===== config.mk =====
export PLATFORM = sky130hd
export DESIGN_NAME = actuator_pattern_controller
export DESIGN_NICKNAME = d
export VERILOG_FILES = /design/src/sv/apc_pkg.sv /design/src/sv/apc_core.sv /design/src/sv/apc_out_buf.sv /design/src/sv/actuator_pattern_controller.sv
export SDC_FILE = /design/constraint.sdc
export NUM_CORES = 1
export LEC_CHECK = 0
export BUFFER_PORTS_ARGS = -buffer_cell sky130_fd_sc_hd__clkbuf_2
export CAP_MARGIN = 20
export CORE_UTILIZATION = 40
export CTS_CLUSTER_SIZE = 10
export DETAILED_ROUTE_END_ITERATION = 10
export PLACE_DENSITY = 0.6
export REMOVE_ABC_BUFFERS = 1
export SETUP_SLACK_MARGIN = 0.02
export SLEW_MARGIN = 5
export SYNTH_ARGS = -nofsm -noshare
export SYNTH_HDL_FRONTEND = slang
export SYNTH_HIERARCHICAL = 1
export SYNTH_SLANG_ARGS = --single-unit

===== constraint.sdc =====
create_clock -name clk -period 4 [get_ports clk]
set_input_delay 0.8 -clock clk [delete_from_list [all_inputs] [get_ports clk]]
set_output_delay 0.8 -clock clk [all_outputs]
set_load 0.01 [all_outputs]

===== src/sv/apc_pkg.sv =====
`timescale 1ns / 1ps
// ----------------------------------------------------------------------------
// apc_pkg
// Shared constants and types of the actuator pattern controller.
// ----------------------------------------------------------------------------
package apc_pkg;

  localparam int PHASE_PERIOD_DEF = 32;

  localparam int CNT_W   = 8;
  localparam int BYTE_W  = 8;
  localparam int LEVEL_W = 6;
  localparam int IDX_W   = 8;
  localparam int OUT_W   = 16;

  localparam logic [CNT_W-1:0] LED_BLINK_RST = 8'd5;
  localparam logic [CNT_W-1:0] VIB_PULSE_RST = 8'd5;

  localparam logic [IDX_W-1:0] REG_LED_BLINK_COUNT     = 8'd0;
  localparam logic [IDX_W-1:0] REG_VIBRATE_PULSE_COUNT = 8'd1;

  localparam logic [BYTE_W-1:0] CMD_REPORT      = 8'h30;
  localparam logic [BYTE_W-1:0] CMD_LED_ON      = 8'h31;
  localparam logic [BYTE_W-1:0] CMD_LED_OFF     = 8'h32;
  localparam logic [BYTE_W-1:0] CMD_LED_NOTIFY  = 8'h33;
  localparam logic [BYTE_W-1:0] CMD_HEATER_ON   = 8'h34;
  localparam logic [BYTE_W-1:0] CMD_HEATER_OFF  = 8'h35;
  localparam logic [BYTE_W-1:0] CMD_VIB_NOTIFY  = 8'h36;
  localparam logic [BYTE_W-1:0] CMD_BUZZER_ON   = 8'h37;
  localparam logic [BYTE_W-1:0] CMD_BUZZER_OFF  = 8'h38;
  localparam logic [BYTE_W-1:0] CMD_MASSAGE_1   = 8'h61;
  localparam logic [BYTE_W-1:0] CMD_MASSAGE_2   = 8'h62;
  localparam logic [BYTE_W-1:0] CMD_MASSAGE_3   = 8'h63;
  localparam logic [BYTE_W-1:0] CMD_MASSAGE_4   = 8'h64;
  localparam logic [BYTE_W-1:0] CMD_MASSAGE_5   = 8'h65;
  localparam logic [BYTE_W-1:0] CMD_MASSAGE_OFF = 8'h66;

  typedef struct packed {
    logic              report_request;
    logic [BYTE_W-1:0] echo_byte;
    logic              echo_valid;
    logic              heater_on;
    logic              massage_on;
    logic              vibrate_on;
    logic              buzzer_on;
    logic              led_on;
  } apc_result_t;

endpackage


===== src/sv/apc_core.sv =====
`timescale 1ns / 1ps
// ----------------------------------------------------------------------------
// apc_core
// Mode state, phase counter and drive evaluation, one request per cycle.
// ----------------------------------------------------------------------------
module apc_core #(
  parameter int PHASE_PERIOD = apc_pkg::PHASE_PERIOD_DEF
) (
  input  logic                       clk,
  input  logic                       rst,
  input  logic                       in_fire,
  input  logic                       in_op,
  input  logic [apc_pkg::BYTE_W-1:0] in_byte,
  input  logic                       cfg_fire,
  input  logic [apc_pkg::IDX_W-1:0]  cfg_index,
  input  logic [apc_pkg::CNT_W-1:0]  cfg_data,
  output apc_pkg::apc_result_t       result
);
  import apc_pkg::*;

  localparam int PHASE_W = $clog2(PHASE_PERIOD);
  localparam int CMP_W   = 7;

  typedef struct packed {
    logic [PHASE_W-1:0] phase;
    logic               led_mode;
    logic               led_notify_active;
    logic               led_notify_high;
    logic [CNT_W-1:0]   led_blinks_left;
    logic               buzzer_mode;
    logic               vibrate_active;
    logic               vibrate_high;
    logic [CNT_W-1:0]   pulses_left;
    logic               massage_mode;
    logic [LEVEL_W-1:0] massage_level;
  } state_t;

  typedef struct packed {
    logic led;
    logic buzzer;
    logic vibrate;
    logic massage;
    logic heater;
  } drive_t;

  state_t           st, st_next;
  drive_t           drv, drv_next;
  logic [CNT_W-1:0] led_blink_count;
  logic [CNT_W-1:0] vibrate_pulse_count;
  logic             blink_hi;
  logic             vib_hi;

  always_comb begin
    st_next  = st;
    drv_next = drv;
    if (!in_op) begin
      if (st.phase == PHASE_W'(PHASE_PERIOD - 1)) begin
        st_next.phase = '0;
      end else begin
        st_next.phase = st.phase + PHASE_W'(1);
      end
    end else begin
      case (in_byte)
        CMD_LED_ON:  st_next.led_mode = 1'b1;
        CMD_LED_OFF: st_next.led_mode = 1'b0;
        CMD_LED_NOTIFY: begin
          st_next.led_notify_active = 1'b1;
          st_next.led_notify_high   = 1'b0;
          st_next.led_blinks_left   = led_blink_count;
        end
        CMD_MASSAGE_1: begin
          st_next.massage_mode  = 1'b1;
          st_next.massage_level = 6'd2;
        end
        CMD_MASSAGE_2: begin
          st_next.massage_mode  = 1'b1;
          st_next.massage_level = 6'd4;
        end
        CMD_MASSAGE_3: begin
          st_next.massage_mode  = 1'b1;
          st_next.massage_level = 6'd8;
        end
        CMD_MASSAGE_4: begin
          st_next.massage_mode  = 1'b1;
          st_next.massage_level = 6'd16;
        end
        CMD_MASSAGE_5: begin
          st_next.massage_mode  = 1'b1;
          st_next.massage_level = 6'd32;
        end
        CMD_MASSAGE_OFF: begin
          st_next.massage_mode  = 1'b0;
          st_next.massage_level = '0;
          drv_next.massage      = 1'b0;
        end
        CMD_VIB_NOTIFY: begin
          st_next.vibrate_active = 1'b1;
          st_next.vibrate_high   = 1'b0;
          st_next.pulses_left    = vibrate_pulse_count;
        end
        CMD_BUZZER_ON: st_next.buzzer_mode = 1'b1;
        CMD_BUZZER_OFF: begin
          st_next.buzzer_mode = 1'b0;
          drv_next.buzzer     = 1'b0;
        end
        CMD_HEATER_ON:  drv_next.heater = 1'b1;
        CMD_HEATER_OFF: drv_next.heater = 1'b0;
        default: ;
      endcase
    end

    blink_hi = st_next.phase[3];
    vib_hi   = st_next.phase[2];

    drv_next.led = st_next.led_mode;
    if (st_next.led_notify_active) begin
      if (blink_hi) begin
        st_next.led_notify_high = 1'b1;
        drv_next.led            = 1'b1;
      end else begin
        if (st_next.led_notify_high) begin
          st_next.led_notify_high = 1'b0;
          st_next.led_blinks_left = st_next.led_blinks_left - CNT_W'(1);
        end
        drv_next.led = 1'b0;
      end
      if (st_next.led_blinks_left == '0) begin
        st_next.led_notify_active = 1'b0;
        st_next.led_notify_high   = 1'b0;
      end
    end

    if (st_next.buzzer_mode) begin
      drv_next.buzzer = blink_hi;
    end

    if (st_next.vibrate_active) begin
      if (vib_hi) begin
        drv_next.vibrate     = 1'b1;
        st_next.vibrate_high = 1'b1;
      end else begin
        if (st_next.vibrate_high) begin
          st_next.vibrate_high = 1'b0;
          st_next.pulses_left  = st_next.pulses_left - CNT_W'(1);
        end
        drv_next.vibrate = 1'b0;
      end
      if (st_next.pulses_left == '0) begin
        st_next.vibrate_active = 1'b0;
      end
    end

    if (st_next.massage_mode) begin
      drv_next.massage = {{(CMP_W-PHASE_W){1'b0}}, st_next.phase}
                         < {1'b0, st_next.massage_level};
    end
  end

  always_comb begin
    result.led_on         = drv_next.led;
    result.buzzer_on      = drv_next.buzzer;
    result.vibrate_on     = drv_next.vibrate;
    result.massage_on     = drv_next.massage;
    result.heater_on      = drv_next.heater;
    result.echo_valid     = in_op;
    result.echo_byte      = in_op ? in_byte : '0;
    result.report_request = in_op && (in_byte == CMD_REPORT);
  end

  always_ff @(posedge clk) begin
    if (rst) begin
      st  <= '0;
      drv <= '0;
    end else if (in_fire) begin
      st  <= st_next;
      drv <= drv_next;
    end
  end

  always_ff @(posedge clk) begin
    if (rst) begin
      led_blink_count     <= LED_BLINK_RST;
      vibrate_pulse_count <= VIB_PULSE_RST;
    end else if (cfg_fire) begin
      if (cfg_index == REG_LED_BLINK_COUNT) begin
        led_blink_count <= cfg_data;
      end else if (cfg_index == REG_VIBRATE_PULSE_COUNT) begin
        vibrate_pulse_count <= cfg_data;
      end
    end
  end

  a_phase_range: assert property (@(posedge clk) disable iff (rst)
    st.phase < PHASE_W'(PHASE_PERIOD - 1) || st.phase == PHASE_W'(PHASE_PERIOD - 1))
    else $error("phase out of range");

  a_notify_high: assert property (@(posedge clk) disable iff (rst)
    st.led_notify_high |-> st.led_notify_active)
    else $error("led notify high without active notification");

  a_buzzer_off: assert property (@(posedge clk) disable iff (rst)
    in_fire && in_op && in_byte == CMD_BUZZER_OFF |=> !drv.buzzer && !st.buzzer_mode)
    else $error("buzzer not forced off");

  a_massage_off: assert property (@(posedge clk) disable iff (rst)
    in_fire && in_op && in_byte == CMD_MASSAGE_OFF |=> !drv.massage && st.massage_level == '0)
    else $error("massage not forced off");

endmodule


===== src/sv/apc_out_buf.sv =====
`timescale 1ns / 1ps
// ----------------------------------------------------------------------------
// apc_out_buf
// Two-entry result buffer between the update logic and the output stream.
// ----------------------------------------------------------------------------
module apc_out_buf (
  input  logic                 clk,
  input  logic                 rst,
  input  logic                 push,
  input  apc_pkg::apc_result_t push_data,
  output logic                 space,
  output logic                 out_valid,
  input  logic                 out_ready,
  output apc_pkg::apc_result_t out_data
);
  import apc_pkg::*;

  apc_result_t r0, r1;
  logic [1:0]  count;
  logic        pop;

  assign pop       = out_valid && out_ready;
  assign out_valid = count != 2'd0;
  assign space     = count != 2'd2;
  assign out_data  = r0;

  always_ff @(posedge clk) begin
    if (rst) begin
      count <= 2'd0;
    end else begin
      count <= count + {1'b0, push} - {1'b0, pop};
    end
  end

  always_ff @(posedge clk) begin
    if (push && (count == 2'd0 || (count == 2'd1 && pop))) begin
      r0 <= push_data;
    end else if (pop && count == 2'd2) begin
      r0 <= r1;
    end
    if (push && ((count == 2'd1 && !pop) || (count == 2'd2 && pop))) begin
      r1 <= push_data;
    end
  end

  a_no_overflow: assert property (@(posedge clk) disable iff (rst)
    count == 2'd2 && !pop |=> count == 2'd2)
    else $error("result buffer lost an entry");

  a_count_range: assert property (@(posedge clk) disable iff (rst)
    count != 2'd3)
    else $error("result buffer count invalid");

  a_hold_head: assert property (@(posedge clk) disable iff (rst)
    out_valid && !out_ready |=> out_valid && $stable(r0))
    else $error("stalled result changed");

endmodule


===== src/sv/actuator_pattern_controller.sv =====
`timescale 1ns / 1ps
// ----------------------------------------------------------------------------
// actuator_pattern_controller
// Tick and command driven LED, buzzer, vibration, massage and heater control.
// ----------------------------------------------------------------------------
// One request is accepted per clock cycle while the result buffer has room.
// Each request (a timer tick when tuser is 0, a command byte when tuser is 1)
// updates the phase or mode state; its result is registered into a
// two-entry result buffer that lets requests keep flowing while one result
// waits. s_axis_tready drops only when both entries are held. Count
// registers are written through the cfg channel, which is always ready.
module actuator_pattern_controller #(
  parameter int PHASE_PERIOD = apc_pkg::PHASE_PERIOD_DEF
) (
  input  logic                       clk,
  input  logic                       rst,
  input  logic                       s_axis_tvalid,
  output logic                       s_axis_tready,
  input  logic [7:0]                 s_axis_tdata,  // [7:0] rx_byte
  input  logic                       s_axis_tuser,  // [0] op
  output logic                       m_axis_tvalid,
  input  logic                       m_axis_tready,
  // [0] led_on, [1] buzzer_on, [2] vibrate_on, [3] massage_on, [4] heater_on,
  // [5] echo_valid, [13:6] echo_byte, [14] report_request, [15] zero
  output logic [apc_pkg::OUT_W-1:0]  m_axis_tdata,
  input  logic                       cfg_valid,
  output logic                       cfg_ready,
  input  logic [apc_pkg::IDX_W-1:0]  cfg_index,
  input  logic [apc_pkg::CNT_W-1:0]  cfg_data
);
  import apc_pkg::*;

  apc_result_t result, out_data;
  logic        in_fire;
  logic        space;

  assign s_axis_tready = space;
  assign in_fire       = s_axis_tvalid && s_axis_tready;
  assign cfg_ready     = 1'b1;

  apc_core #(
    .PHASE_PERIOD(PHASE_PERIOD)
  ) u_core (
    .clk      (clk),
    .rst      (rst),
    .in_fire  (in_fire),
    .in_op    (s_axis_tuser),
    .in_byte  (s_axis_tdata),
    .cfg_fire (cfg_valid && cfg_ready),
    .cfg_index(cfg_index),
    .cfg_data (cfg_data),
    .result   (result)
  );

  apc_out_buf u_out_buf (
    .clk      (clk),
    .rst      (rst),
    .push     (in_fire),
    .push_data(result),
    .space    (space),
    .out_valid(m_axis_tvalid),
    .out_ready(m_axis_tready),
    .out_data (out_data)
  );

  assign m_axis_tdata = {1'b0, out_data.report_request, out_data.echo_byte,
                         out_data.echo_valid, out_data.heater_on, out_data.massage_on,
                         out_data.vibrate_on, out_data.buzzer_on, out_data.led_on};

endmodule

==> results.sh <==
export IMPL_status="finished, final reports clean"
export IMPL_area_growth_pct=15.4
export IMPL_min_path_cells=2
export IMPL_clkPwrFrac_pct=44.8
export IMPL_portBuffers=46
export IMPL_cp_data_required_time_ns=4.10
export IMPL_ys_seq_area_share_pct=43.8
export IMPL_min_path_type="flop to flop"
export IMPL_syn_avg_cell_area_sq_um=9.70
export IMPL_fin_setup_tns_ns=0
export IMPL_grt_pass1_vias=3423
export IMPL_die_w_um=109
export IMPL_setup_ws_ns=0.378
export IMPL_maxSlewViolCount=0
export IMPL_start_kind="input pin"
export IMPL_via_count=3648
export IMPL_slowest_stage="or4_4"
export IMPL_postRouteAntennaNets=0
export IMPL_cts_setup_buffers=0
export IMPL_dr_pass1_iters=5
export IMPL_ff2ff_path_depth=14
export IMPL_final_cells=667
export IMPL_n_antenna_cell=0
export IMPL_pwr_share_seq_pct=46.0
export IMPL_io_pins=49
export IMPL_critical_path_class="input pin to flop"
export IMPL_p_sw_uw=488
export IMPL_gp_congestion=0.901
export IMPL_grt_usage_pct=18.2
export IMPL_cts_htree_levels=3
export IMPL_dieArea_sq_mm=0.0120
export IMPL_power_internal_mw=1.57
export IMPL_clk_latency_ns=0.34
export IMPL_hold_viol_final=0
export IMPL_end_kind="flop"
export IMPL_dpl_worst_slack_ns=0.0676
export IMPL_ctsResizeCount=0
export IMPL_root_buffer="clkbuf_16"
export IMPL_power_density_mw_per_mm2=386
export IMPL_cts_tree="built"
export IMPL_syn_cell_area_sq_mm=0.00462
export IMPL_setup_violations=0
export IMPL_dr_first_iter_drc_count=204
export IMPL_final_nets=561
export IMPL_synth_async_reset_ratio_pct=0
export IMPL_numCtsBuffers=9
export IMPL_critPathMaxStageDelay_ns=0.53
export IMPL_die_h_um=109
export IMPL_grt_max_degree=35
export IMPL_placed_cells=651
export IMPL_rsz0062_at_grt="false"
export IMPL_cts_clk_slew_worst_paths_ns=0.07
export IMPL_synthCells=476
export IMPL_whs_ns=0.453
export IMPL_irDropWorstVdd_mv=0.266
export IMPL_ys_flop_type="dfxtp_1"
export IMPL_yosysWarningCount=6
export IMPL_cp_data_arrival_time_ns=3.72
export IMPL_ctsHoldBuffers=0
export IMPL_ys_seq_elements=86
export IMPL_clock_skew_ns=0.00460
export IMPL_drt_wl_total_mm=10.2
export IMPL_grt_overflow_total=0
export IMPL_synth_cell_types=69
export IMPL_drc=0
export IMPL_placedInstanceArea_sq_mm=0.00500
export IMPL_worstMarginPinSlew_ns=0.831
export IMPL_layout_common_cells="56 x dfxtp_1, 50 x nor2_1, 46 x clkbuf_2, 43 x nand2_1"
export IMPL_p_leak_nw=2.11
export IMPL_path_cells="clkbuf_2 -> nand4bb_2 -> or4_4 -> nor2b_2 -> inv_1 -> a32oi_1 -> ha_1 -> nor4_1 -> a31oi_1 -> nor2_2 -> o41ai_2 -> o31ai_1 -> mux2_4"
export IMPL_antenna_found_initial=0
export IMPL_fin_area_sq_mm=0.00533
export IMPL_maxCapViolCount=0
export IMPL_start_util_pct=41.9
export IMPL_clock_tree_buffer_depth=2
export IMPL_maxSlewHeadroom_pct=44.4
export IMPL_final_common_cell="dfxtp_1"
export IMPL_vias_per_cell=5.47
export IMPL_cp_max_fo=7
export IMPL_max_freq_ghz=0.276
export IMPL_fin_crit_ns=3.62
export IMPL_fin_crit_sh_pct=90.6
export IMPL_dp_hpwl_mm=7.35
export IMPL_clock_sinks=86
export IMPL_synth_edf_count=30
export IMPL_routedWlPerCell_um=15.3
export IMPL_sw_frac_of_total_pct=23.7
export IMPL_num_rows=38
export IMPL_core_sq_mm=0.0110
export IMPL_combinationalPowerShare_pct=9.2
export IMPL_drive_gt1_share_pct=22.2
export IMPL_grt_pass1_wl_mm=16.8
metrics by stage:
stage	total power [mW]	util [%]
final	2.06	48.3
after global routing	2.14	48.3
after detailed placement	1.16	45.3
after CTS	2.08	48.3
after floorplan	1.07	-
after global placement	1.15	45.3
logic make-up (layout without fill, tap and decap cells):
| logic type | count (synthesis) | count (layout) | share of synthesized area [%] |
|---|---|---|---|
| buf+inv | 38 | 89 | 4.15 |
| compound gates | 90 | 90 | 12.5 |
| simple gates | 187 | 187 | 22.1 |
| fa+ha+maj | 9 | 9 | 2.44 |
| flops | 86 | 86 | 43.8 |
| xor+xnor | 11 | 11 | 2.09 |
| other cells | 2 | 2 | 0.163 |
| mux | 53 | 53 | 12.8 |
critical path, delay by kind of cell:
family          cells  cell delay, ns
compound gates      4            0.99
fa+ha+maj           1            0.19
buf+inv             2            0.19
mux                 1            0.28
simple gates        5            1.26
layer usage:
| metal | track usage (%) | part of all wire, % | wire (um) |
|---|---|---|---|
| met5 | 0 | 0 | 0 |
| met4 | 5.24 | 1.0 | 102 |
| met3 | 3.91 | 4.6 | 467 |
| met2 | 30.0 | 46 | 4690 |
| met1 | 23.9 | 48 | 4930 |
final timing paths:
kind | start | to | slack [ns]
max reg2reg | u_core/st[29] | u_out_buf/out_data[3] | 0.62
min | u_core/st[14] | u_core/st[14] | 0.45
min reg2reg | u_core/st[14] | u_core/st[14] | 0.45
max | s_axis_tdata[7] | u_out_buf/out_data[3] | 0.38
power groups by stage:
| stage | combinational [mW] | clock [mW] | sequential, mW |
|---|---|---|---|
| final | 0.189 | 0.921 | 0.947 |
| after global routing | 0.210 | 0.977 | 0.950 |
| after detailed placement | 0.189 | 0 | 0.967 |
| after global placement | 0.187 | 0 | 0.966 |
| after floorplan | 0.0961 | 0 | 0.972 |
| after CTS | 0.191 | 0.944 | 0.947 |
synth_stat cells, drive strengths merged, types with 8 or more instances:
cell type / n / share of area, %
dfxtp: 56 / 24
ha: 9 / 2.4
mux2: 22 / 6.1
a21oi: 31 / 3.4
edfxtp: 30 / 20
nor4: 8 / 1.4
nand3: 9 / 0.98
nand2: 43 / 3.5
nor2: 52 / 4.3
inv: 12 / 0.98
clkbuf: 13 / 1.1
and2: 12 / 1.6
mux2i: 31 / 6.7
xor2: 9 / 1.7
buf: 13 / 2.1
nand2b: 9 / 1.4
o21ai: 19 / 2.1
nor3: 12 / 1.3
a211oi: 8 / 1.4
sequential cells by signal, indices dropped and copies added, names as in the netlist:
register / count
u_out_buf/out_data: 15
u_core/vibrate_pulse_count: 8
u_core/led_blink_count: 8
u_core/st: 34
u_out_buf/count: 2
u_core/drv: 4
u_out_buf/r1: 15
cell type report:
cell class / instances / area (sq um)
inverter: 12 / 45.0
tap: 140 / 175
fill: 1062 / 5700
clock inverter: 7 / 103
timing repair buffer: 61 / 340
multi-input combinational: 352 / 2420
sequential: 86 / 2020
clock buffer: 9 / 225
Note: power is estimated with default switching activity, not from simulation.
